===== src/hw/rtl/audio_codec_frame_info_decode_unit_assert.svh =====
// ----------------------------------------------------------------------------
// Assertion macros for the audio codec frame info decode unit
// Expect clk and rst in the scope of use.
// ----------------------------------------------------------------------------
`ifndef AUDIO_CODEC_FRAME_INFO_DECODE_UNIT_ASSERT_SVH
`define AUDIO_CODEC_FRAME_INFO_DECODE_UNIT_ASSERT_SVH

// same-cycle implication
`define ACFD_ASSERT(lbl, ante, cons) \
  lbl: assert property (@(posedge clk) disable iff (rst) (ante) |-> (cons)) \
    else $error("acfd assertion failed");

// next-cycle implication
`define ACFD_ASSERT_NEXT(lbl, ante, cons) \
  lbl: assert property (@(posedge clk) disable iff (rst) (ante) |=> (cons)) \
    else $error("acfd assertion failed");

`endif


===== src/hw/rtl/acfd_pkg.sv =====
// ----------------------------------------------------------------------------
// acfd_pkg
// Types, constants and tables of the audio codec frame info decode unit.
// ----------------------------------------------------------------------------
`default_nettype none

package acfd_pkg;

  localparam int NUM_W   = 45;
  localparam int DEN_W   = 19;
  localparam int KB_W    = 9;
  localparam int RATE_W  = 17;
  localparam int SAMP_W  = 13;
  localparam int BYTES_W = 16;
  localparam int KBPS_W  = 12;
  localparam int SECS_W  = 32;
  localparam int K125_W  = 16;

  localparam int DEF_LPCM_FRAME_BYTES         = 64;
  localparam int DEF_ATRAC3_FRAME_SAMPLES     = 1024;
  localparam int DEF_ATRAC3PLUS_FRAME_SAMPLES = 2048;

  localparam logic [2:0] CT_LPCM = 3'd0;
  localparam logic [2:0] CT_AT3  = 3'd1;
  localparam logic [2:0] CT_AT3P = 3'd2;
  localparam logic [2:0] CT_MPEG = 3'd3;

  localparam logic [1:0] VER_RESERVED   = 2'd1;
  localparam logic [1:0] VER_1          = 2'd3;
  localparam logic [1:0] LAYER_RESERVED = 2'd0;
  localparam logic [1:0] LAYER_1        = 2'd3;

  localparam logic [SAMP_W-1:0] MP_L1_SAMPLES  = 13'd384;
  localparam logic [SAMP_W-1:0] MP_L23_SAMPLES = 13'd1152;
  localparam logic [RATE_W-1:0] LPCM_RATE      = 17'd44100;
  localparam logic [KBPS_W-1:0] KBPS_MAX       = 12'd4095;

  localparam logic [RATE_W-1:0] ATRAC_RATE [0:7] = '{
    17'd32000, 17'd44100, 17'd48000, 17'd88200, 17'd96000, 17'd0, 17'd0, 17'd0
  };

  // index {rate index, version}: table rate over (4 - version)
  localparam logic [RATE_W-1:0] MPEG_RATE [0:15] = '{
    17'd11025, 17'd14700, 17'd22050, 17'd44100,
    17'd12000, 17'd16000, 17'd24000, 17'd48000,
    17'd8000,  17'd10666, 17'd16000, 17'd32000,
    17'd0,     17'd0,     17'd0,     17'd0
  };

  // index {row, bitrate index}
  localparam logic [KB_W-1:0] KB_TAB [0:79] = '{
    9'd0, 9'd32, 9'd64, 9'd96, 9'd128, 9'd160, 9'd192, 9'd224,
    9'd256, 9'd288, 9'd320, 9'd352, 9'd384, 9'd416, 9'd448, 9'd0,
    9'd0, 9'd32, 9'd48, 9'd56, 9'd64, 9'd80, 9'd96, 9'd112,
    9'd128, 9'd160, 9'd192, 9'd224, 9'd256, 9'd320, 9'd384, 9'd0,
    9'd0, 9'd32, 9'd40, 9'd48, 9'd56, 9'd64, 9'd80, 9'd96,
    9'd112, 9'd128, 9'd160, 9'd192, 9'd224, 9'd256, 9'd320, 9'd0,
    9'd0, 9'd32, 9'd48, 9'd56, 9'd64, 9'd80, 9'd96, 9'd112,
    9'd128, 9'd144, 9'd160, 9'd176, 9'd192, 9'd224, 9'd256, 9'd0,
    9'd0, 9'd8, 9'd16, 9'd24, 9'd32, 9'd40, 9'd48, 9'd56,
    9'd64, 9'd80, 9'd96, 9'd112, 9'd128, 9'd144, 9'd160, 9'd0
  };

  typedef struct packed {
    logic [2:0]  codec_type;
    logic [7:0]  info_byte1;
    logic [7:0]  info_byte2;
    logic [7:0]  info_byte3;
    logic [7:0]  info_byte4;
    logic [31:0] frame_count;
  } req_t;

  typedef struct packed {
    logic [BYTES_W-1:0] frame_bytes;
    logic [SAMP_W-1:0]  frame_samples;
    logic [RATE_W-1:0]  rate_hz;
    logic [KBPS_W-1:0]  bitrate_kbps;
    logic [SECS_W-1:0]  duration_seconds;
    logic               divide_error;
  } rsp_t;

  typedef struct packed {
    logic [2:0]         codec_type;
    logic [BYTES_W-1:0] bytes;
    logic [SAMP_W-1:0]  samples;
    logic [RATE_W-1:0]  rate;
    logic [KB_W-1:0]    kbps;
    logic [K125_W-1:0]  kbps125;
    logic [DEN_W-1:0]   samp125;
    logic               layer1;
    logic [31:0]        frames;
  } dec_t;

  typedef struct packed {
    logic [2:0]         codec_type;
    logic [BYTES_W-1:0] bytes;
    logic [SAMP_W-1:0]  samples;
    logic [RATE_W-1:0]  rate;
    logic [KB_W-1:0]    kbps;
    logic               layer1;
    logic               d1_zero;
    logic               rate_zero;
  } side_t;

endpackage

`default_nettype wire


===== src/hw/rtl/acfd_mult.sv =====
// ----------------------------------------------------------------------------
// acfd_mult
// Second stage: numerator products and divisor select for both dividers.
// ----------------------------------------------------------------------------
`default_nettype none

module acfd_mult (
  input  wire logic                      clk,
  input  wire logic                      en,
  input  wire acfd_pkg::dec_t            dec,
  output logic [acfd_pkg::NUM_W-1:0]     n1,
  output logic [acfd_pkg::DEN_W-1:0]     d1,
  output logic [acfd_pkg::NUM_W-1:0]     n2,
  output logic [acfd_pkg::DEN_W-1:0]     d2,
  output acfd_pkg::side_t                side
);
  import acfd_pkg::*;

  logic [28:0]      p_mpeg;
  logic [32:0]      p_atrac;
  logic [NUM_W-1:0] p_secs;
  logic             is_mpeg;
  logic             is_known;
  logic [NUM_W-1:0] n1_next;
  logic [DEN_W-1:0] d1_next;
  side_t            side_next;

  assign is_mpeg  = (dec.codec_type == CT_MPEG);
  assign is_known = (dec.codec_type <= CT_AT3P);
  assign p_mpeg   = dec.samples * dec.kbps125;
  assign p_atrac  = dec.bytes * dec.rate;
  assign p_secs   = dec.frames * dec.samples;

  always_comb begin
    if (is_mpeg) begin
      n1_next = NUM_W'(p_mpeg);
      d1_next = DEN_W'(dec.rate);
    end else if (is_known) begin
      n1_next = NUM_W'(p_atrac);
      d1_next = dec.samp125;
    end else begin
      n1_next = '0;
      d1_next = '0;
    end
    side_next.codec_type = dec.codec_type;
    side_next.bytes      = dec.bytes;
    side_next.samples    = dec.samples;
    side_next.rate       = dec.rate;
    side_next.kbps       = dec.kbps;
    side_next.layer1     = dec.layer1;
    side_next.d1_zero    = (d1_next == '0);
    side_next.rate_zero  = (dec.rate == '0);
  end

  always_ff @(posedge clk) begin
    if (en) begin
      n1   <= n1_next;
      d1   <= d1_next;
      n2   <= p_secs;
      d2   <= DEN_W'(dec.rate);
      side <= side_next;
    end
  end

endmodule

`default_nettype wire


===== config.mk =====
export PLATFORM = sky130hd
export DESIGN_NAME = acfd_mult
export DESIGN_NICKNAME = d
export VERILOG_FILES = /design/src/hw/rtl/audio_codec_frame_info_decode_unit_assert.svh /design/src/hw/rtl/acfd_pkg.sv /design/src/hw/rtl/acfd_mult.sv
export SDC_FILE = /design/constraint.sdc
export NUM_CORES = 2
export LEC_CHECK = 0
export BUFFER_PORTS_ARGS = -buffer_cell sky130_fd_sc_hd__buf_2
export CORE_MARGIN = 5
export CORE_UTILIZATION = 26
export DETAILED_ROUTE_END_ITERATION = 10
export GPL_TIMING_DRIVEN = 0
export PLACE_DENSITY = 0.4
export SKIP_LAST_GASP = 1
export SYNTH_ARGS = -nofsm -noshare
export SYNTH_HDL_FRONTEND = slang
export SYNTH_SLANG_ARGS = --single-unit

===== constraint.sdc =====
create_clock -name clk -period 11.5 [get_ports clk]
set_clock_uncertainty 0.2 [all_clocks]
set_input_delay 1.15 -clock clk [delete_from_list [all_inputs] [get_ports clk]]
set_output_delay 1.15 -clock clk [all_outputs]
set_load 0.05 [all_outputs]

# Word level (Yosys, flattened, before mapping)
# Index checks and enable logic that the tools add are counted.
dict set report totals {
  ff_bits 170
  inputBits 128
  output_inout_bits 189
  wordCells 26
}
dict set report op_classes {
  multipliers 3
  n_lt_le_gt_ge 1
  n_eq_ne 1
  mux 4
  n_bitwise 1
  n_reduce_logical 3
}
# cell count
set op_table {}
lappend op_table {{$mux 29} 2}
lappend op_table {{$mul 32x13->45} 1}
lappend op_table {{$mux 19} 2}
lappend op_table {{$mul 16x17->33} 1}
lappend op_table {{$mul 13x16->29} 1}
lappend op_table {{$logic_not 19->1} 1}
lappend op_table {{$logic_not 17->1} 1}
lappend op_table {{$eq 3x2->1 const B} 1}
lappend op_table {{$le 3x2->1 const B} 1}
lappend op_table {{$reduce_or 2->1} 1}
lappend op_table {{$not 1->1} 1}

# Longest topological paths before layout
dict set report depth {
  ltp_word 4
  depth_mapped 26
}

# Least setup slack after synthesis
# OpenSTA, ideal clock, no wires.
dict set report synth_path {
  path_kind {in2reg}
  start {input dec[91] (netlist bit)}
  end {register n1[28] (netlist bit), data pin}
  setup_time_ns 0.256
  arrival_ns 6.796
  required_time_ns 11.044
  setup_slack_ns 4.248
  stages 24
  path_buffers 3
  path_cell_list {clkbuf_1 -> clkbuf_1 -> nand2_1 -> fa_1 -> fa_1 -> fa_1 -> inv_1 -> fa_1 -> fa_1 -> inv_1 -> fa_1 -> inv_1 -> ha_1 -> clkbuf_1 -> a21o_1 -> a21o_1 -> a21oi_1 -> o21ai_0 -> a31oi_1 -> o22ai_1 -> o22ai_1 -> o21ai_0 -> mux2i_1 -> a31o_2}
}
dict set report synth_via {
  elab_chain_cells 3
}
# element line
set synth_rtl {}
lappend synth_rtl {{start: declaration} acfd_mult.sv:10} ;# input wire acfd_pkg::dec_t dec,
lappend synth_rtl {{$mul 16x17->33} acfd_mult.sv:31} ;# assign p_atrac = dec.bytes * dec.rate;
lappend synth_rtl {{$mux 29} acfd_mult.sv:38} ;# end else if (is_known) begin
lappend synth_rtl {{$mux 29} acfd_mult.sv:35} ;# if (is_mpeg) begin
lappend synth_rtl {{via n1_next[28]} acfd_mult.sv:24} ;# logic [NUM_W-1:0] n1_next;
lappend synth_rtl {{end signal: assignment} acfd_mult.sv:57} ;# n1 <= n1_next;
lappend synth_rtl {{end: declaration} acfd_mult.sv:11} ;# output logic [acfd_pkg::NUM_W-1:0] n1,
# The timed path passes the listed nets, and every way through them passes these cells.
# A chain may end at the register's enable or synchronous reset.

# Final worst setup path
dict set report layout_path {
  start {input dec[99] (netlist bit)}
  end {register n2[44] (netlist bit), data pin}
}
dict set report layout_via {
  elab_chain_cells 1
}
# element line
set layout_rtl {}
lappend layout_rtl {{$mul 32x13->45} acfd_mult.sv:32} ;# assign p_secs = dec.frames * dec.samples;
lappend layout_rtl {{via p_secs[44]} acfd_mult.sv:21} ;# logic [NUM_W-1:0] p_secs;
lappend layout_rtl {{end signal: assignment} acfd_mult.sv:59} ;# n2 <= p_secs;
lappend layout_rtl {{end: declaration} acfd_mult.sv:13} ;# output logic [acfd_pkg::NUM_W-1:0] n2,
# The timed path passes the listed nets, and every way through them passes these cells.

==> impl_metrics.ini <==
[run_status]
status = finished, final reports clean

[global_route]
grt_first_pass_wirelength_um = 174900
grt_pass1_vias = 27415
overflow = 0
grt_usage_pct = 17.13
antenna_found_initial = 16
grt_max_degree = 100

[setup_path]
cp_num_buf_inv = 5
cpPeakStageDelay_ns = 0.90
crit_required_ns = 11.59
crit_top_cell = fa_1
cp_top_family = adder cells
slowest_stage = clkbuf_1
crit_fanout = 10
worst-setup-path-type = in -> reg
cp.arrival_ns = 8.65
start_kind = input pin
critPathCaptureType = register
crit_chain = buf_2 > clkbuf_1 > clkbuf_1 > nand2_1 > fa_1 > fa_1 > fa_1 > fa_1 > fa_1 > inv_1 > ha_1 > clkbuf_1 > nand4_1 > or3_1 > a311oi_1 > o21ai_0 > a21oi_1 > nor3_1 > o31ai_1 > a21oi_1 > xnor2_1

[route]
vias = 24782
wl_met1_um = 51540
firstDrtPassIters = 6
wirelength_um = 114600
drc_errors = 0
drt_iter0_drc = 1201
top_layer = met5
avgRoutedWirePerCell_um = 20.08
ant_nets = 0
dr_wl_met2_um = 54330
met3_length_um = 6937
vias_per_cell = 4.342

[synthesis]
avgSynthCellArea_sq_um = 9.343
synthArstFlopShare_pct = 0
synthesis.instances = 3612
ys_ff_latch = 158
yosysWarningCount = 0
synth_top_flop_cell = edfxtp_1
yosysUniqueCellTypes = 58
synth-edff-count = 158
syn_area_sq_um = 33750
yosysSeqAreaShare_pct = 14.06

[floorplan]
die_y_um = 370.3
num_io_pins = 317
fp.dieArea_sq_um = 137100
rows = 132
coreArea_sq_um = 129300
initial_utilization_pct = 26.10
die_w_um = 370.3

[layout]
fin_area_sq_um = 38150
nNetsFinal = 5036
fin_cells = 5708
final_cell_mix = inv_1 (753), fa_1 (692), nand2_1 (617)
syn_to_final_growth_pct = 13.06
drive_gt1_share_pct = 9.495
final_common_cell = inv_1

[place]
dp_hpwl_um = 94990
place_congestion = 0.8353
place_inst = 5670
place_area_sq_um = 37520
portBuffers = 302

[run]
max_cap_viol_count = 0

[worst_hold_path]
worst_hold_path_type = in -> reg

[clock_network]
numCtsBuffers = 17
clk_pin_slew_worst_paths_ns = 0.08
post_cts_buffers = 0
root_buffer = clkbuf_16
clk_path_buf_depth = 2
cts_tree = built
htreeDepth = 4
cts_resized = 0
cts_sinks = 158
cts.hold.buffers_added = 0

[sta]
setup_tns_ns = 0
maxSlewHeadroom_pct = 19.70
worst_pin_slew_ns = 1.205
finalSetupViolations = 0
grt_setup_unrepaired = no
hold_violations = 0
period_needed_ns = 8.563
fin_crit_sh_pct = 74.46
slew_viol_final = 0
holdWs_ns = 0.5883
max_freq_ghz = 0.1168
synth_stat cells (2+ instances only):
cell type	instances	area (sq um)
inv_1	753	2826
fa_1	692	13850
nand2_1	617	2316
and2_1	379	2371
ha_1	269	3366
clkbuf_1	174	653.1
edfxtp_1	158	4745
a21oi_1	122	610.6
xnor2_1	64	560.5
nor2_1	58	217.7
o21ai_0	42	210.2
a21o_1	41	307.8
buf_4	31	232.7
xor2_1	23	201.4
nand2b_1	13	81.33
nand3_1	12	60.06
nand4_1	12	75.07
nor3_1	12	60.06
o21bai_1	12	90.09
a211oi_1	11	82.58
nor4_1	11	68.82
a31oi_1	9	56.30
o21a_1	9	67.56
o31ai_1	9	67.56
and3_1	8	50.05
buf_1	8	30.03
or3_1	8	50.05
o22ai_1	7	43.79
nor2b_1	6	37.54
o21ai_1	4	20.02
a41oi_1	3	26.28
o41ai_1	3	26.28
or2_2	3	18.77
a211o_1	2	17.52
a31o_2	2	17.52
o211ai_1	2	15.01
or4_1	2	15.01
cells by family (layout without fill, tap and decap cells):
group	Yosys count	in the layout	share of synthesized area, %
DFF	158	158	14.06
adders and majority gates	961	961	51.02
xor gates and xnor gates	87	87	2.258
buffers and inverters	966	1301	11.09
other	1	20	0.01111
AOI/OAI and AO/OA	296	296	5.443
and+or+nand+nor	1142	1142	16.09
muxes	1	1	0.02966
path summary, 6_finish.rpt:
| path | from | end | cells after the start |
|---|---|---|---|
| worst min-delay path | dec[32] | side[2] | 1 |
| worst max-delay path | dec[99] | n2[44] | 21 |
layout make-up:
type,count,area [sq um]
Antenna cell,6,15.01
Sequential cell,158,4745
Multi-Input combinational cell,2501,25310
Inverter,753,2826
Buffer,213,915.9
Tap cell,1742,2180
Fill cell,13912,91160
Timing Repair Buffer,303,1549
Clock buffer,17,425.4
Clock inverter,15,188.9
per-layer routing:
metal | GRT usage (%) | up-vias
met5 | 0 | -
met4 | 3.335 | 10
met3 | 3.569 | 77
met2 | 28.77 | 544
met1 | 22.93 | 12645
li1 | - | 11506
per-stage QoR:
stage                     worst slack, ns  util (%)
after floorplan                     4.248         -
after global placement              2.207     28.99
after detailed placement            2.253     29.02
after CTS                           2.830     29.49
after global routing                2.547     29.49
final                               2.937     29.50
registers in the layout, summed over array words and instances (netlist names):
register / cells
n1: 33
d2: 17
n2: 45
side: 44
d1: 19
Power is left out: the tool's default activity adds up to more than one toggle a clock period on the data nets, which glitch-free logic cannot reach.
