**config.mk**
```make
export PLATFORM = sky130hd
export DESIGN_NAME = acfd_decode
export DESIGN_NICKNAME = d
export VERILOG_FILES = /design/src/hw/rtl/audio_codec_frame_info_decode_unit_assert.svh /design/src/hw/rtl/acfd_pkg.sv /design/src/hw/rtl/acfd_decode.sv
export SDC_FILE = /design/constraint.sdc
export NUM_CORES = 1
export LEC_CHECK = 0
export ABC_AREA = 1
export BUFFER_PORTS_ARGS = -buffer_cell sky130_fd_sc_hd__buf_2
export CORE_AREA = 2 2 139 141
export DETAILED_ROUTE_END_ITERATION = 8
export DIE_AREA = 0 0 141 143
export GPL_TIMING_DRIVEN = 0
export PLACE_DENSITY = 0.57
export SLEW_MARGIN = 5
export SYNTH_ARGS = -nofsm -noshare
export SYNTH_HDL_FRONTEND = slang
export SYNTH_SLANG_ARGS = --single-unit
```
**constraint.sdc**
```tcl
create_clock -name clk -period 11.6 [get_ports clk]
set_input_delay 0.58 -clock clk [delete_from_list [all_inputs] [get_ports clk]]
set_output_delay 0.58 -clock clk [all_outputs]
set_load 0.05 [all_outputs]
```
**src/hw/rtl/audio_codec_frame_info_decode_unit_assert.svh**
```systemverilog
// ----------------------------------------------------------------------------
// Assertion macros for the audio codec frame info decode unit
// Expect clk and rst in the scope of use.
// ----------------------------------------------------------------------------
`ifndef AUDIO_CODEC_FRAME_INFO_DECODE_UNIT_ASSERT_SVH
`define AUDIO_CODEC_FRAME_INFO_DECODE_UNIT_ASSERT_SVH

// same-cycle implication
`define ACFD_ASSERT(lbl, ante, cons) \
  lbl: assert property (@(posedge clk) disable iff (rst) (ante) |-> (cons)) \
    else $error("acfd assertion failed");

// next-cycle implication
`define ACFD_ASSERT_NEXT(lbl, ante, cons) \
  lbl: assert property (@(posedge clk) disable iff (rst) (ante) |=> (cons)) \
    else $error("acfd assertion failed");

`endif

```
**src/hw/rtl/acfd_pkg.sv**
```systemverilog
// ----------------------------------------------------------------------------
// acfd_pkg
// Types, constants and tables of the audio codec frame info decode unit.
// ----------------------------------------------------------------------------
`default_nettype none

package acfd_pkg;

  localparam int NUM_W   = 45;
  localparam int DEN_W   = 19;
  localparam int KB_W    = 9;
  localparam int RATE_W  = 17;
  localparam int SAMP_W  = 13;
  localparam int BYTES_W = 16;
  localparam int KBPS_W  = 12;
  localparam int SECS_W  = 32;
  localparam int K125_W  = 16;

  localparam int DEF_LPCM_FRAME_BYTES         = 64;
  localparam int DEF_ATRAC3_FRAME_SAMPLES     = 1024;
  localparam int DEF_ATRAC3PLUS_FRAME_SAMPLES = 2048;

  localparam logic [2:0] CT_LPCM = 3'd0;
  localparam logic [2:0] CT_AT3  = 3'd1;
  localparam logic [2:0] CT_AT3P = 3'd2;
  localparam logic [2:0] CT_MPEG = 3'd3;

  localparam logic [1:0] VER_RESERVED   = 2'd1;
  localparam logic [1:0] VER_1          = 2'd3;
  localparam logic [1:0] LAYER_RESERVED = 2'd0;
  localparam logic [1:0] LAYER_1        = 2'd3;

  localparam logic [SAMP_W-1:0] MP_L1_SAMPLES  = 13'd384;
  localparam logic [SAMP_W-1:0] MP_L23_SAMPLES = 13'd1152;
  localparam logic [RATE_W-1:0] LPCM_RATE      = 17'd44100;
  localparam logic [KBPS_W-1:0] KBPS_MAX       = 12'd4095;

  localparam logic [RATE_W-1:0] ATRAC_RATE [0:7] = '{
    17'd32000, 17'd44100, 17'd48000, 17'd88200, 17'd96000, 17'd0, 17'd0, 17'd0
  };

  // index {rate index, version}: table rate over (4 - version)
  localparam logic [RATE_W-1:0] MPEG_RATE [0:15] = '{
    17'd11025, 17'd14700, 17'd22050, 17'd44100,
    17'd12000, 17'd16000, 17'd24000, 17'd48000,
    17'd8000,  17'd10666, 17'd16000, 17'd32000,
    17'd0,     17'd0,     17'd0,     17'd0
  };

  // index {row, bitrate index}
  localparam logic [KB_W-1:0] KB_TAB [0:79] = '{
    9'd0, 9'd32, 9'd64, 9'd96, 9'd128, 9'd160, 9'd192, 9'd224,
    9'd256, 9'd288, 9'd320, 9'd352, 9'd384, 9'd416, 9'd448, 9'd0,
    9'd0, 9'd32, 9'd48, 9'd56, 9'd64, 9'd80, 9'd96, 9'd112,
    9'd128, 9'd160, 9'd192, 9'd224, 9'd256, 9'd320, 9'd384, 9'd0,
    9'd0, 9'd32, 9'd40, 9'd48, 9'd56, 9'd64, 9'd80, 9'd96,
    9'd112, 9'd128, 9'd160, 9'd192, 9'd224, 9'd256, 9'd320, 9'd0,
    9'd0, 9'd32, 9'd48, 9'd56, 9'd64, 9'd80, 9'd96, 9'd112,
    9'd128, 9'd144, 9'd160, 9'd176, 9'd192, 9'd224, 9'd256, 9'd0,
    9'd0, 9'd8, 9'd16, 9'd24, 9'd32, 9'd40, 9'd48, 9'd56,
    9'd64, 9'd80, 9'd96, 9'd112, 9'd128, 9'd144, 9'd160, 9'd0
  };

  typedef struct packed {
    logic [2:0]  codec_type;
    logic [7:0]  info_byte1;
    logic [7:0]  info_byte2;
    logic [7:0]  info_byte3;
    logic [7:0]  info_byte4;
    logic [31:0] frame_count;
  } req_t;

  typedef struct packed {
    logic [BYTES_W-1:0] frame_bytes;
    logic [SAMP_W-1:0]  frame_samples;
    logic [RATE_W-1:0]  rate_hz;
    logic [KBPS_W-1:0]  bitrate_kbps;
    logic [SECS_W-1:0]  duration_seconds;
    logic               divide_error;
  } rsp_t;

  typedef struct packed {
    logic [2:0]         codec_type;
    logic [BYTES_W-1:0] bytes;
    logic [SAMP_W-1:0]  samples;
    logic [RATE_W-1:0]  rate;
    logic [KB_W-1:0]    kbps;
    logic [K125_W-1:0]  kbps125;
    logic [DEN_W-1:0]   samp125;
    logic               layer1;
    logic [31:0]        frames;
  } dec_t;

  typedef struct packed {
    logic [2:0]         codec_type;
    logic [BYTES_W-1:0] bytes;
    logic [SAMP_W-1:0]  samples;
    logic [RATE_W-1:0]  rate;
    logic [KB_W-1:0]    kbps;
    logic               layer1;
    logic               d1_zero;
    logic               rate_zero;
  } side_t;

endpackage

`default_nettype wire

```
**src/hw/rtl/acfd_decode.sv**
```systemverilog
// ----------------------------------------------------------------------------
// acfd_decode
// First stage: table lookups and field decode per codec type.
// ----------------------------------------------------------------------------
`default_nettype none

module acfd_decode #(
  parameter int LPCM_FRAME_BYTES         = acfd_pkg::DEF_LPCM_FRAME_BYTES,
  parameter int ATRAC3_FRAME_SAMPLES     = acfd_pkg::DEF_ATRAC3_FRAME_SAMPLES,
  parameter int ATRAC3PLUS_FRAME_SAMPLES = acfd_pkg::DEF_ATRAC3PLUS_FRAME_SAMPLES
) (
  input  wire logic          clk,
  input  wire logic          en,
  input  wire acfd_pkg::req_t req,
  output acfd_pkg::dec_t     dec
);
  import acfd_pkg::*;

  dec_t       dec_next;
  logic [1:0] ver;
  logic [1:0] layer;
  logic       is_l1;
  logic [2:0] row;
  logic [10:0] at3p_units;

  assign ver        = req.info_byte3[7:6];
  assign layer      = req.info_byte3[5:4];
  assign is_l1      = (layer == LAYER_1);
  assign at3p_units = {1'b0, req.info_byte1[1:0], req.info_byte2} + 11'd1;

  always_comb begin
    dec_next            = '0;
    row                 = 3'd0;
    dec_next.codec_type = req.codec_type;
    dec_next.frames     = req.frame_count;
    unique case (req.codec_type)
      CT_MPEG: begin
        dec_next.samples = is_l1 ? MP_L1_SAMPLES : MP_L23_SAMPLES;
        dec_next.rate    = MPEG_RATE[{req.info_byte4[7:6], ver}];
        dec_next.layer1  = is_l1;
        if (ver != VER_RESERVED && layer != LAYER_RESERVED) begin
          row           = (ver == VER_1) ? (3'd3 - {1'b0, layer}) : (is_l1 ? 3'd3 : 3'd4);
          dec_next.kbps = KB_TAB[{row, req.info_byte3[3:0]}];
        end
      end
      CT_LPCM: begin
        dec_next.bytes   = BYTES_W'(LPCM_FRAME_BYTES);
        dec_next.samples = SAMP_W'(LPCM_FRAME_BYTES / 4);
        dec_next.rate    = LPCM_RATE;
      end
      CT_AT3: begin
        dec_next.bytes   = {5'b0, req.info_byte2, 3'b0};
        dec_next.samples = SAMP_W'(ATRAC3_FRAME_SAMPLES);
        dec_next.rate    = ATRAC_RATE[req.info_byte1[7:5]];
      end
      CT_AT3P: begin
        dec_next.bytes   = {2'b0, at3p_units, 3'b0};
        dec_next.samples = SAMP_W'(ATRAC3PLUS_FRAME_SAMPLES);
        dec_next.rate    = ATRAC_RATE[req.info_byte1[7:5]];
      end
      default: begin
        dec_next.samples = '0;
      end
    endcase
    dec_next.kbps125 = K125_W'(dec_next.kbps) * K125_W'(125);
    dec_next.samp125 = DEN_W'(dec_next.samples) * DEN_W'(125);
  end

  always_ff @(posedge clk) begin
    if (en) begin
      dec <= dec_next;
    end
  end

endmodule

`default_nettype wire

```
Yosys cells after proc, flatten, opt, wreduce, memory -nomap -nowiden
Memories as Yosys holds them, arrays and structs flattened. Cells that the tools add are included.

Register bits after elaboration: 126. ROM bits: 1560. Input port bits: 69. Output and inout port bits: 126. Memories: 3.

Memory list: (no name shown) (depth 128, bits a word 9, read ports 1, clocked after memory_dff 0, wr ports 0, RTL line acfd_decode.sv:43) `dec_next.kbps = KB_TAB[{row, req.info_byte3[3:0]}];`; (no name shown) (depth 16, bits a word 17, read ports 1, clocked after memory_dff 0, wr ports 0, RTL line acfd_decode.sv:39) `dec_next.rate = MPEG_RATE[{req.info_byte4[7:6], ver}];`; (no name shown) (depth 8, bits a word 17, read ports 1, clocked after memory_dff 0, wr ports 0, RTL line acfd_decode.sv:59) `dec_next.rate = ATRAC_RATE[req.info_byte1[7:5]];`.

$add $sub $neg: 2. Multiply operators: 2. Magnitude comparators: 3. Eq/ne operators: 6. Muxes and demuxes: 14. Bitwise gates (word level): 3. Reduce and logical (&&, ||, !) cells: 4.

Operators by type and width (count): $mux W17 (4); $pmux W17 S3 (1); $pmux W12 S4 (1); $pmux W14 S3 (1); $mux W9 (4); $mul A13 B7 Y19 const B (1); $mul A9 B7 Y16 const B (1); $add A10 B1 Y11 const B (1); $mux W11 (1); $ge A8 B8 Y1 const B (1); $not A7 Y8 (1); $eq A3 B2 Y1 const B (2); $mux W3 (2); $ge A5 B5 Y1 const B (1); $not A4 Y5 (1); $eq A2 B2 Y1 const B (2); $ge A4 B4 Y1 const B (1); $not A3 Y4 (1); $eq A3 B1 Y1 const B (1); $logic_not A3 Y1 (1); $sub A2 B2 Y3 const A (1); $ne A2 B1 Y1 const B (1); $reduce_bool A2 Y1 (1); $reduce_or A2 Y1 (1); $logic_and A1 B1 Y1 (1).

Longest topological paths before layout
Gate-level depths: netlist (run 1).

Depth in word-level cells: 10. Depth in mapped cells: 28. Depth with buffers taken out: 28.

Worst setup path before layout (run 1)
No wires, ideal clock.

Path type: input -> register. From: input port req[41] (netlist name). To: register dec[67] (netlist name) (data pin). Setup time: 0.252 ns. Arrival time: 4.502 ns. Required time: 11.348 ns. Slack: 6.845 ns. Stages: 22. Path through: inv_1 -> ha_1 -> o211ai_1 -> nand2_1 -> nand3_1 -> nand3_1 -> nor2_1 -> inv_1 -> fa_1 -> inv_1 -> fa_1 -> fa_1 -> ha_1 -> ha_1 -> nand2_1 -> inv_1 -> nand4_1 -> nand3_1 -> nand2_1 -> nand2_1 -> nand2_1 -> nand2_1.

RTL lines: from (decl) (RTL line acfd_decode.sv:14) `input wire acfd_pkg::req_t req,`; to (signal assigned) (RTL line acfd_decode.sv:71) `dec <= dec_next;`; to (decl) (RTL line acfd_decode.sv:15) `output acfd_pkg::dec_t dec`.

==> results of run 1 <==
-- how the worst min path moves through the flow --
stage | from | end | slack [ns] | depth (start not counted)
final | req[3] | dec[3] | 0.40 | 1
after global routing | req[10] | dec[10] | 0.38 | 1
after CTS | req[3] | dec[3] | 0.38 | 1
after detailed placement | req[10] | dec[10] | 0.76 | 1
after global placement | req[18] | dec[18] | 0.76 | 1
after floorplan | req[0] | dec[0] | 0.68 | 0
-- metal layers --
layer	track usage, %	vias to the layer above
met1	18.30	2188
met2	22.28	153
met5	0	-
met4	5.737	0
met3	2.448	16
li1	-	2459
-- cells in the mapped netlist (2+ instances only) --
| master | instances |
|---|---|
| inv_4 | 2 |
| o31ai_1 | 4 |
| a21oi_1 | 34 |
| a31o_2 | 2 |
| o22ai_1 | 3 |
| xor2_1 | 11 |
| inv_2 | 2 |
| nand2_1 | 92 |
| nor4_1 | 2 |
| nand2_4 | 3 |
| ha_1 | 86 |
| buf_4 | 30 |
| clkbuf_1 | 3 |
| inv_1 | 87 |
| xnor2_1 | 7 |
| edfxtp_1 | 97 |
| nor3_1 | 2 |
| o211ai_1 | 7 |
| nand4_1 | 3 |
| nand2_2 | 6 |
| o21ai_0 | 32 |
| nor2_1 | 32 |
| o21a_1 | 3 |
| buf_2 | 4 |
| nand3_1 | 35 |
| a31oi_1 | 3 |
| o21ai_1 | 3 |
| fa_1 | 17 |
-- kinds of logic (layout without fill, tap and decap cells) --
kind of cell	Yosys count	after routing
other	1	24
buffers and inverters	130	307
AOI/OAI and AO/OA	95	95
and+or+nand+nor	181	181
xor gates and xnor gates	18	18
adders and majority gates	103	103
DFF	97	97
-- where the power goes --
| part | switching, mW | internal (mW) | total (mW) |
|---|---|---|---|
| clock | 0.136 | 0.149 | 0.285 |
| combinational | 0.199 | 0.0629 | 0.262 |
| sequential | 0.00628 | 0.418 | 0.424 |
-- layout make-up --
class	count	area, µm²	share of cell area (%)
buffer	37	256.5	3.223
tap	234	292.8	3.679
clock inverter	7	61.31	0.7704
inverter	93	360.3	4.528
sequential	97	2913	36.60
timing repair buffer	161	830.8	10.44
clock buffer	9	225.2	2.830
multi-input combinational	421	3018	37.92
-- per-stage QoR --
step / instances / utilization [%] / worst slack, ns / hold slack (ns) / instance area (µm²)
floorplan: 648 / - / 6.845 / 0.6789 / 6548
global placement: 1042 / 41.12 / 6.167 / 0.7567 / 7641
detailed placement: 1043 / 41.29 / 6.154 / 0.7583 / 7671
CTS: 1059 / 42.83 / 6.526 / 0.3817 / 7958
global route: 1059 / 42.83 / 6.036 / 0.3807 / 7958
finish: 1059 / 42.83 / 6.532 / 0.3994 / 7958
==> summary.txt, run 1 <==
Top Ports = 195
syn avg cell area = 10.34 µm²
fin crit share = 43.69%
# hold bufs at CTS = 0
GRT Overall Usage = 13.77%
die height = 143 µm
mapped cell area = 0.006461 mm²
DP HPWL = 11.04 mm
Top delay family on crit path = adder cells
Critical Path Slowest Stage Cell = nor2_1
Critical Path Fanout Max = 8
number of flops mapped to enable cells by yosys = 97
worst path required time = 11.71 ns
XOR/XNOR Fraction of Synth Area = 2.440%
LEAKAGE = 4.098 nW
top cell type by total area after synthesis = edfxtp_1
Slew Viols, Final = 0
Critical Path End = dec[67]
CP Launch Point = req[41]
register area share after synthesis = 45.08%
RSZ-0062 raised after global routing = false
Mapped Cells = 625
Final GP Congestion = 0.8598
worst-path cell chain = buf_2, inv_1, ha_1, o211ai_1, nand2_1, nand3_1, nand3_1, nor2_1, inv_1, fa_1, inv_1, fa_1, fa_1, ha_1, ha_1, nand2_1, inv_1, nand4_1, nand3_1, nand2_1, nand2_1, nand2_1, nand2_1
I/O Buffers = 160
CTS tree = built
Synth Area in Simple Gates = 12.61%
Initial Utilization = 34.77%
vias in the first global route = 4490
post-synthesis mux area share = 0%
Post-CTS Setup Bufs = 0
crit path launch type = input port
WP data arrival = 5.18 ns
share of cells above drive strength 1 = 28.48%
Final Hold Vio Count = 0
Largest register FFs = 97
first-pass GRT wire length = 21.96 mm
Num Clock Sinks = 97
Final nets = 992
clk root buf = clkbuf_16
wire length on met2 = 6.454 mm
largest net degree at the start of global routing = 52
Num CTS Buffers = 9
post_cts resized = 0
total global routing overflow = 0
worst setup path class = in -> reg
Die W = 141 µm
most frequent cells in the layout = buf_2 (163), edfxtp_1 (97), nand2_1 (92)
worst hold path class = in -> reg
Starting DRT DRC Count = 267
H-tree levels = 3
Synth Area in Compound Gates = 8.346%
Final min period = 5.068 ns
yosys warns = 0
FF+latch count, synth = 97
critical path endpoint category = flip-flop
per-cell routed wire length = 12.96 µm
ant diodes = 0
Critical Path Stages = 23
vias per cell = 4.548
total vias in the final route = 4816
Filler cells = 1815
Top reg by flops = dec
ANT nets after route = 0
First-pass DRT Iterations = 5
Peak VDD IR = 0.04949 mV
Max-Slew Margin vs Limit = 41.85%
Worst-Margin Slew = 0.8683 ns
max_cap viols = 0
DR top layer = met4
Die Area = 0.02016 mm²
top flop regs = dec: 97 flops
commonest non-fill, non-tap cell in the layout = buf_2
core area = 0.01858 mm²
Post-synth ARST share = 0%
drc violations = 0
Max Clock Freq = 197.3 MHz
post-synth top area share = 45.08%
Synth Area in Adders = 21.92%
DR WL met3 = 685 µm
synth unique cells = 41
Layout Area Growth over Synthesis = 23.16%
DRT met1 WL = 6.301 mm
critical path's most frequent cell = nand2_1
WL final = 13.72 mm
run status = complete, no violations
largest family of logic cells by synthesized area = adder cells
Area contributors post-synth = edfxtp_1 (45%), ha_1 (17%), nand2_1 (5.3%), fa_1 (5.3%), inv_1 (5.1%)
Setup Total Neg Slack = 0 ns
pwr dens = 122.1 mW/mm²
Clock transition at path regs = 0.07 ns
endpoints failing setup = 0
ys flop type = edfxtp_1
crit path buf inv count = 5
CTS Buffer Depth = 2
Max stage delay on crit path = 0.62 ns
Core Rows = 50
Final Total Pwr = 0.9715 mW
initial antenna violation count = 0
Note: power is estimated with default switching activity, not from simulation.
==> run 2: changes to the inputs <==
Settings changed: ABC_AREA 1 to 0, CORE_AREA 2 2 139 141 to 2 2 141 143, DIE_AREA 0 0 141 143 to 0 0 143 145, PLACE_DENSITY 0.57 to 0.58.
Clock period 11.6 ns to 4.5 ns, I/O delays scaled along.
==> run 2 against run 1 <==
- flip-flop and latch count stayed put
- via count up 4.8%
- combinational power rose to 2.7 times the previous value
- largest power group unchanged
==> summary.txt, run 2 <==
mapped cell area = 0.006639 mm² (was 0.006461 mm²)
Hold Slack = 0.04981 ns (was 0.3994 ns)
Die Area = 0.02074 mm² (was 0.02016 mm²)
Synth Area in Simple Gates = 10.57% (was 12.61%)
Synth Area in Compound Gates = 13.17% (was 8.346%)
Commonest cells post-synth = edfxtp_1 (97), ha_1 (86), inv_1 (45), nor2_1 (41), a21oi_1 (39) (was edfxtp_1 (97), nand2_1 (92), inv_1 (87), ha_1 (86), nand3_1 (35))
fin util = 44.30% (was 42.83%)
Starting DRT DRC Count = 272 (was 267)
post-synth top area share = 43.87% (was 45.08%)
final instance area = 0.008508 mm² (was 0.007958 mm²)
M1 GR Usage = 18.98% (was 18.30%)
GRT Overall Usage = 14.49% (was 13.77%)
Setup Total Neg Slack = 0 ns (unchanged)
RSZ-0062 raised after global routing = true (was false)
CTS Buffer Depth = 2 (unchanged)
top flop regs = dec: 97 flops (unchanged)
register area share after synthesis = 43.87% (was 45.08%)
GR peak layer = met2 (unchanged)
vias in the first global route = 4891 (was 4490)
WL final = 15.05 mm (was 13.72 mm)
Max Clock Freq = 231.0 MHz
H-tree levels = 3 (unchanged)
syn avg cell area = 11.18 µm² (was 10.34 µm²)
largest net degree at the start of global routing = 59 (was 52)
run status = complete, no violations (unchanged)
Critical Path Fanout Max = 5 (was 8)
Critical Path Slowest Stage Cell = fa_1 (was nor2_1)
worst-path cell chain = buf_4, buf_6, inv_4, ha_1, inv_1, a211o_1, a21oi_1, a21oi_1, o2111a_2, buf_4, ha_1, ha_1, inv_1, fa_1, inv_1, fa_1, ha_4, a21o_1, a21oi_4, o211a_1, nor3_2, xor2_1 (was buf_2, inv_1, ha_1, o211ai_1, nand2_1, nand3_1, nand3_1, nor2_1, inv_1, fa_1, inv_1, fa_1, fa_1, ha_1, ha_1, nand2_1, inv_1, nand4_1, nand3_1, nand2_1, nand2_1, nand2_1, nand2_1)
Top reg by flops = dec (unchanged)
GRT met2 Usage = 24.02% (was 22.28%)
Top Ports = 195 (unchanged)
Final GP Congestion = 0.8842 (was 0.8598)
Peak VDD IR = 0.1556 mV (was 0.04949 mV)
top cell type by total area after synthesis = edfxtp_1 (unchanged)
crit path buf inv count = 7 (was 5)
I/O Buffers = 160 (unchanged)
Area contributors post-synth = edfxtp_1 (44%), ha_1 (16%), fa_1 (5.1%), buf_4 (3.3%), a21oi_1 (2.9%) (was edfxtp_1 (45%), ha_1 (17%), nand2_1 (5.3%), fa_1 (5.3%), inv_1 (5.1%))
# hold bufs at CTS = 0 (unchanged)
Core Rows = 51 (was 50)
crit path launch type = input port (unchanged)
ys flop type = edfxtp_1 (unchanged)
post-synthesis mux area share = 0.4523% (was 0%)
Worst-Margin Slew = 0.7900 ns (was 0.8683 ns)
commonest non-fill, non-tap cell in the layout = buf_2 (unchanged)
endpoints failing setup = 0 (unchanged)
share of cells above drive strength 1 = 33.79% (was 28.48%)
Final Hold Vio Count = 0 (unchanged)
First-pass DRT Iterations = 5 (unchanged)
pwr dens = 298.0 mW/mm² (was 122.1 mW/mm²)
FF+latch count, synth = 97 (unchanged)
drc violations = 0 (unchanged)
Max stage delay on crit path = 0.49 ns (was 0.62 ns)
die height = 145 µm (was 143 µm)
XOR/XNOR Fraction of Synth Area = 3.034% (was 2.440%)
count leader, synth = edfxtp_1 (unchanged)
max_cap viols = 0 (unchanged)
fin cells = 1070 (was 1059)
Final min period = 4.329 ns
ANT nets after route = 0 (unchanged)
total global routing overflow = 0 (unchanged)
worst path required time = 4.60 ns (was 11.71 ns)
fin crit share = 96.19%
Post-synth ARST share = 0% (unchanged)
worst setup path class = in -> reg (unchanged)
first-pass GRT wire length = 24.08 mm (was 21.96 mm)
Initial Utilization = 34.56% (was 34.77%)
largest family of logic cells by synthesized area = adder cells (unchanged)
initial antenna violation count = 0 (unchanged)
Die W = 143 µm (was 141 µm)
DP HPWL = 11.72 mm (was 11.04 mm)
most frequent cells in the layout = buf_2 (162), edfxtp_1 (97), ha_1 (74) (was buf_2 (163), edfxtp_1 (97), nand2_1 (92))
GR met3 Demand/Resource = 2.574% (was 2.448%)
Layout Area Growth over Synthesis = 28.16% (was 23.16%)
LEAKAGE = 3.984 nW (was 4.098 nW)
Num Clock Sinks = 97 (unchanged)
Clock transition at path regs = 0.07 ns (about the same)
CTS tree = built (unchanged)
total vias in the final route = 5048 (was 4816)
DP Area = 0.007991 mm² (was 0.007671 mm²)
Largest register FFs = 97 (unchanged)
number of flops mapped to enable cells by yosys = 97 (unchanged)
yosys warns = 0 (unchanged)
WP data arrival = 4.42 ns (was 5.18 ns)
per-cell routed wire length = 14.06 µm (was 12.96 µm)
synth unique cells = 67 (was 41)
clk root buf = clkbuf_16 (unchanged)
placed cell count = 1043 (unchanged)
Num CTS Buffers = 9 (unchanged)
Final nets = 972 (was 992)
Filler cells = 1819 (was 1815)
ant diodes = 0 (unchanged)
Synth Area in Adders = 21.49% (was 21.92%)
vias per cell = 4.718 (was 4.548)
Slew Viols, Final = 0 (unchanged)
core area = 0.01921 mm² (was 0.01858 mm²)
Mapped Cells = 594 (was 625)
Top delay family on crit path = adder cells (unchanged)
Final Total Pwr = 2.535 mW (was 0.9715 mW)
Max-Slew Margin vs Limit = 47.33% (was 41.85%)
setup slack after layout = 0.1713 ns (was 6.532 ns)
critical path endpoint category = flip-flop (unchanged)
worst hold path class = in -> reg (unchanged)
Setup WS pre-CTS = -0.7737 ns (was 6.154 ns)
run 2: area by class of cell:
class	count	area, µm²	share of cell area [%]
sequential	97	2913	34.24
clock inverter	7	60.06	0.7059
multi-input combinational	421	3540	41.60
timing repair buffer	174	937.1	11.01
clock buffer	9	225.2	2.647
tap	265	331.6	3.897
inverter	47	178.9	2.103
buffer	50	322.8	3.794
run 2: cells by family (layout without fill, tap and decap cells):
logic type / count (synthesis) / in the layout
and+or+nand+nor: 136 / 136
AOI/OAI and AO/OA: 131 / 131
adders and majority gates: 104 / 104
buffers and inverters: 99 / 287
DFF: 97 / 97
xor gates and xnor gates: 23 / 23
muxes: 3 / 3
other: 1 / 24
run 2: what timing repair did:
item / in CTS / in global routing
hold endpoints to repair: 0 / 0
pin swaps: 2 / 14
resized for setup: 7 / 37
buffers inserted: 6 / 7
endpoints found under the setup margin: 9 / 7
run 2: worst paths after layout:
path | startpoint | endpoint | cells after the start
setup / recovery | req[41] | dec[66] | 22
hold / removal | req[15] | dec[15] | 1
run 2: report_power, final:
group          switching, mW  internal (mW)
clock network          0.349          0.383
registers             0.0159           1.08
logic                  0.522          0.189
total                  0.887           1.65
run 2: per-layer routing:
| layer | part of all wire, % | wire length, µm |
|---|---|---|
| met5 | 0 | 0 |
| met1 | 45 | 6735 |
| met2 | 48 | 7251 |
| met3 | 5.4 | 820 |
| met4 | 1.6 | 240 |
==> run 3: changes to the inputs <==
Settings changed: ABC_AREA 0 to 1, CORE_AREA 2 2 141 143 to 2 2 139 141, DIE_AREA 0 0 143 145 to 0 0 141 143, HOLD_SLACK_MARGIN set to 0.05, PLACE_DENSITY 0.58 to 0.59.
==> run 3 against run 2 <==
- final area decreased by 3.5%
- clock-buffer cell count stayed put
- sequential power about the same
- worst setup slack better by 0.13 ns
- critical endpoint is now dec[67]
- non-clock buffer count decreased by 5
- worst hold slack better by 0.015 ns
- first-iteration DRC count grew 20%
- maximum frequency rose by 3.1%
- global-route usage down 0.81 points
==> summary.txt, run 3 (synthesis gave the netlist of run 1 again) <==
run status = complete, no violations (unchanged)
Die W = 141 µm (was 143 µm)
Max stage delay on crit path = 0.50 ns (was 0.49 ns)
Max Clock Freq = 238.2 MHz (was 231.0 MHz)
share of cells above drive strength 1 = 29.43% (was 33.79%)
pwr dens = 308.7 mW/mm² (was 298.0 mW/mm²)
commonest non-fill, non-tap cell in the layout = buf_2 (unchanged)
Hold Slack = 0.06468 ns (was 0.04981 ns)
first-pass GRT wire length = 22.26 mm (was 24.08 mm)
WL final = 14.25 mm (was 15.05 mm)
worst-path cell chain = buf_2, inv_1, ha_1, o211ai_1, nand2_1, nand3_1, nand3_1, nor2_4, inv_1, fa_1, inv_1, fa_1, fa_1, ha_1, ha_4, nand2_1, inv_1, nand4_1, nand3_1, nand2_1, nand3b_1, nand2_1 (was buf_4, buf_6, inv_4, ha_1, inv_1, a211o_1, a21oi_1, a21oi_1, o2111a_2, buf_4, ha_1, ha_1, inv_1, fa_1, inv_1, fa_1, ha_4, a21o_1, a21oi_4, o211a_1, nor3_2, xor2_1)
crit path buf inv count = 5 (was 7)
Final min period = 4.199 ns (was 4.329 ns)
core area = 0.01858 mm² (was 0.01921 mm²)
Final nets = 1013 (was 972)
vias in the first global route = 4640 (was 4891)
die height = 143 µm (was 145 µm)
H-tree levels = 3 (unchanged)
worst setup path class = in -> reg (unchanged)
Critical Path Slowest Stage Cell = fa_1 (unchanged)
GRT Overall Usage = 13.68% (was 14.49%)
Final Hold Vio Count = 0 (unchanged)
most frequent cells in the layout = buf_2 (163), edfxtp_1 (97), nand2_1 (92) (was buf_2 (162), edfxtp_1 (97), ha_1 (74))
Top delay family on crit path = adder cells (unchanged)
Clock transition at path regs = 0.08 ns (was 0.07 ns)
CTS tree = built (unchanged)
Final GP Congestion = 0.8851 (was 0.8842)
clk root buf = clkbuf_16 (unchanged)
First-pass DRT Iterations = 6 (was 5)
Num Clock Sinks = 97 (unchanged)
worst path required time = 4.60 ns (about the same)
Num CTS Buffers = 9 (unchanged)
endpoints failing setup = 0 (unchanged)
Layout Area Growth over Synthesis = 27.07% (was 28.16%)
Starting DRT DRC Count = 326 (was 272)
largest net degree at the start of global routing = 55 (was 59)
vias per cell = 4.562 (was 4.718)
ANT nets after route = 0 (unchanged)
Die Area = 0.02016 mm² (was 0.02074 mm²)
Core Rows = 50 (was 51)
Filler cells = 1833 (was 1819)
total vias in the final route = 4931 (was 5048)
Largest register FFs = 97 (unchanged)
Critical Path Fanout Max = 7 (was 5)
LEAKAGE = 4.189 nW (was 3.984 nW)
crit path launch type = input port (unchanged)
Peak VDD IR = 0.2056 mV (was 0.1556 mV)
Slew Viols, Final = 0 (unchanged)
max_cap viols = 0 (unchanged)
DP HPWL = 11.19 mm (was 11.72 mm)
top flop regs = dec: 97 flops (unchanged)
Top reg by flops = dec (unchanged)
initial antenna violation count = 1 (was 0)
CTS Buffer Depth = 2 (unchanged)
I/O Buffers = 160 (unchanged)
Initial Utilization = 34.77% (was 34.56%)
WP data arrival = 4.30 ns (was 4.42 ns)
critical path endpoint category = flip-flop (unchanged)
Critical Path Stages = 22 (unchanged)
worst hold path class = in -> reg (unchanged)
hold path depth = 1 (unchanged)
Top Ports = 195 (unchanged)
Worst-Margin Slew = 0.7396 ns (was 0.7900 ns)
Max-Slew Margin vs Limit = 50.69% (was 47.33%)
per-cell routed wire length = 13.18 µm (was 14.06 µm)
drc violations = 0 (unchanged)
Final Total Pwr = 2.534 mW (was 2.535 mW)
total global routing overflow = 0 (unchanged)
RSZ-0062 raised after global routing = false (was true)
fin crit share = 93.30% (was 96.19%)
-- run 3: changes by cell type in the layout (fill, tap and decap cells not counted), moves of 9 or more --
cell | previous run | this run
nand3_1 | 10 | 34
ha_1 | 74 | 83
ha_4 | 10 | 1
inv_1 | 43 | 84
dlygate4sd3_1 | 0 | 16
nand2_1 | 25 | 92
nor2b_1 | 11 | 0
nand2b_1 | 11 | 0
o21ai_0 | 21 | 31
-- run 3: final timing paths --
path     from  endpoint  slack [ns]
max   req[40]   dec[67]        0.30
min   req[29]   dec[29]        0.06
-- run 3: timing repair --
action / in CTS / in global routing
setup buffers: 0 / 5
endpoints found under the hold margin: 12 / 4
gates cloned: 0 / 0
pin swaps: 0 / 2
setup endpoints to repair: 4 / 5
gates resized for setup: 3 / 11
hold buffers: 12 / 4
-- run 3: layer usage --
metal  GRT usage, %  up-vias  share of wire (%)
li1               -     2508                  -
met5              0        -                  0
met2          24.01      135                 50
met3          2.549        9                4.2
met1          17.48     2279                 44
met4          3.474        0                1.2
-- run 3: cell type report --
class / instances / area [µm²] / share of cell area [%]
inverters: 93 / 360.3 / 4.389
diodes: 1 / 2.502 / 0.03048
plain buffers: 37 / 256.5 / 3.124
clock inverters: 7 / 62.56 / 0.7620
flip-flops and latches: 97 / 2913 / 35.48
clock buffers: 9 / 225.2 / 2.743
multi-input cells: 421 / 3077 / 37.47
well taps: 234 / 292.8 / 3.566
repair buffers: 182 / 1021 / 12.44
-- run 3: power by group --
part | switching (mW) | total, mW | internal [mW]
Clock | 0.357 | 0.744 | 0.387
Sequential | 0.0162 | 1.09 | 1.08
Combinational | 0.523 | 0.697 | 0.174
-- run 3: metrics by stage --
step                      setup TNS, ns  worst slack (ns)  cells  utilization, %  cell area [µm²]
after floorplan                       0            0.1005    648               -             6548
after global placement           -2.909           -0.5704   1042           41.12             7641
after detailed placement         -2.989           -0.6122   1043           41.25             7664
after global routing                  0          0.008167   1080           44.18             8208
after CTS                             0           0.08509   1071           43.52             8085
final                                 0            0.3013   1081           44.19             8210
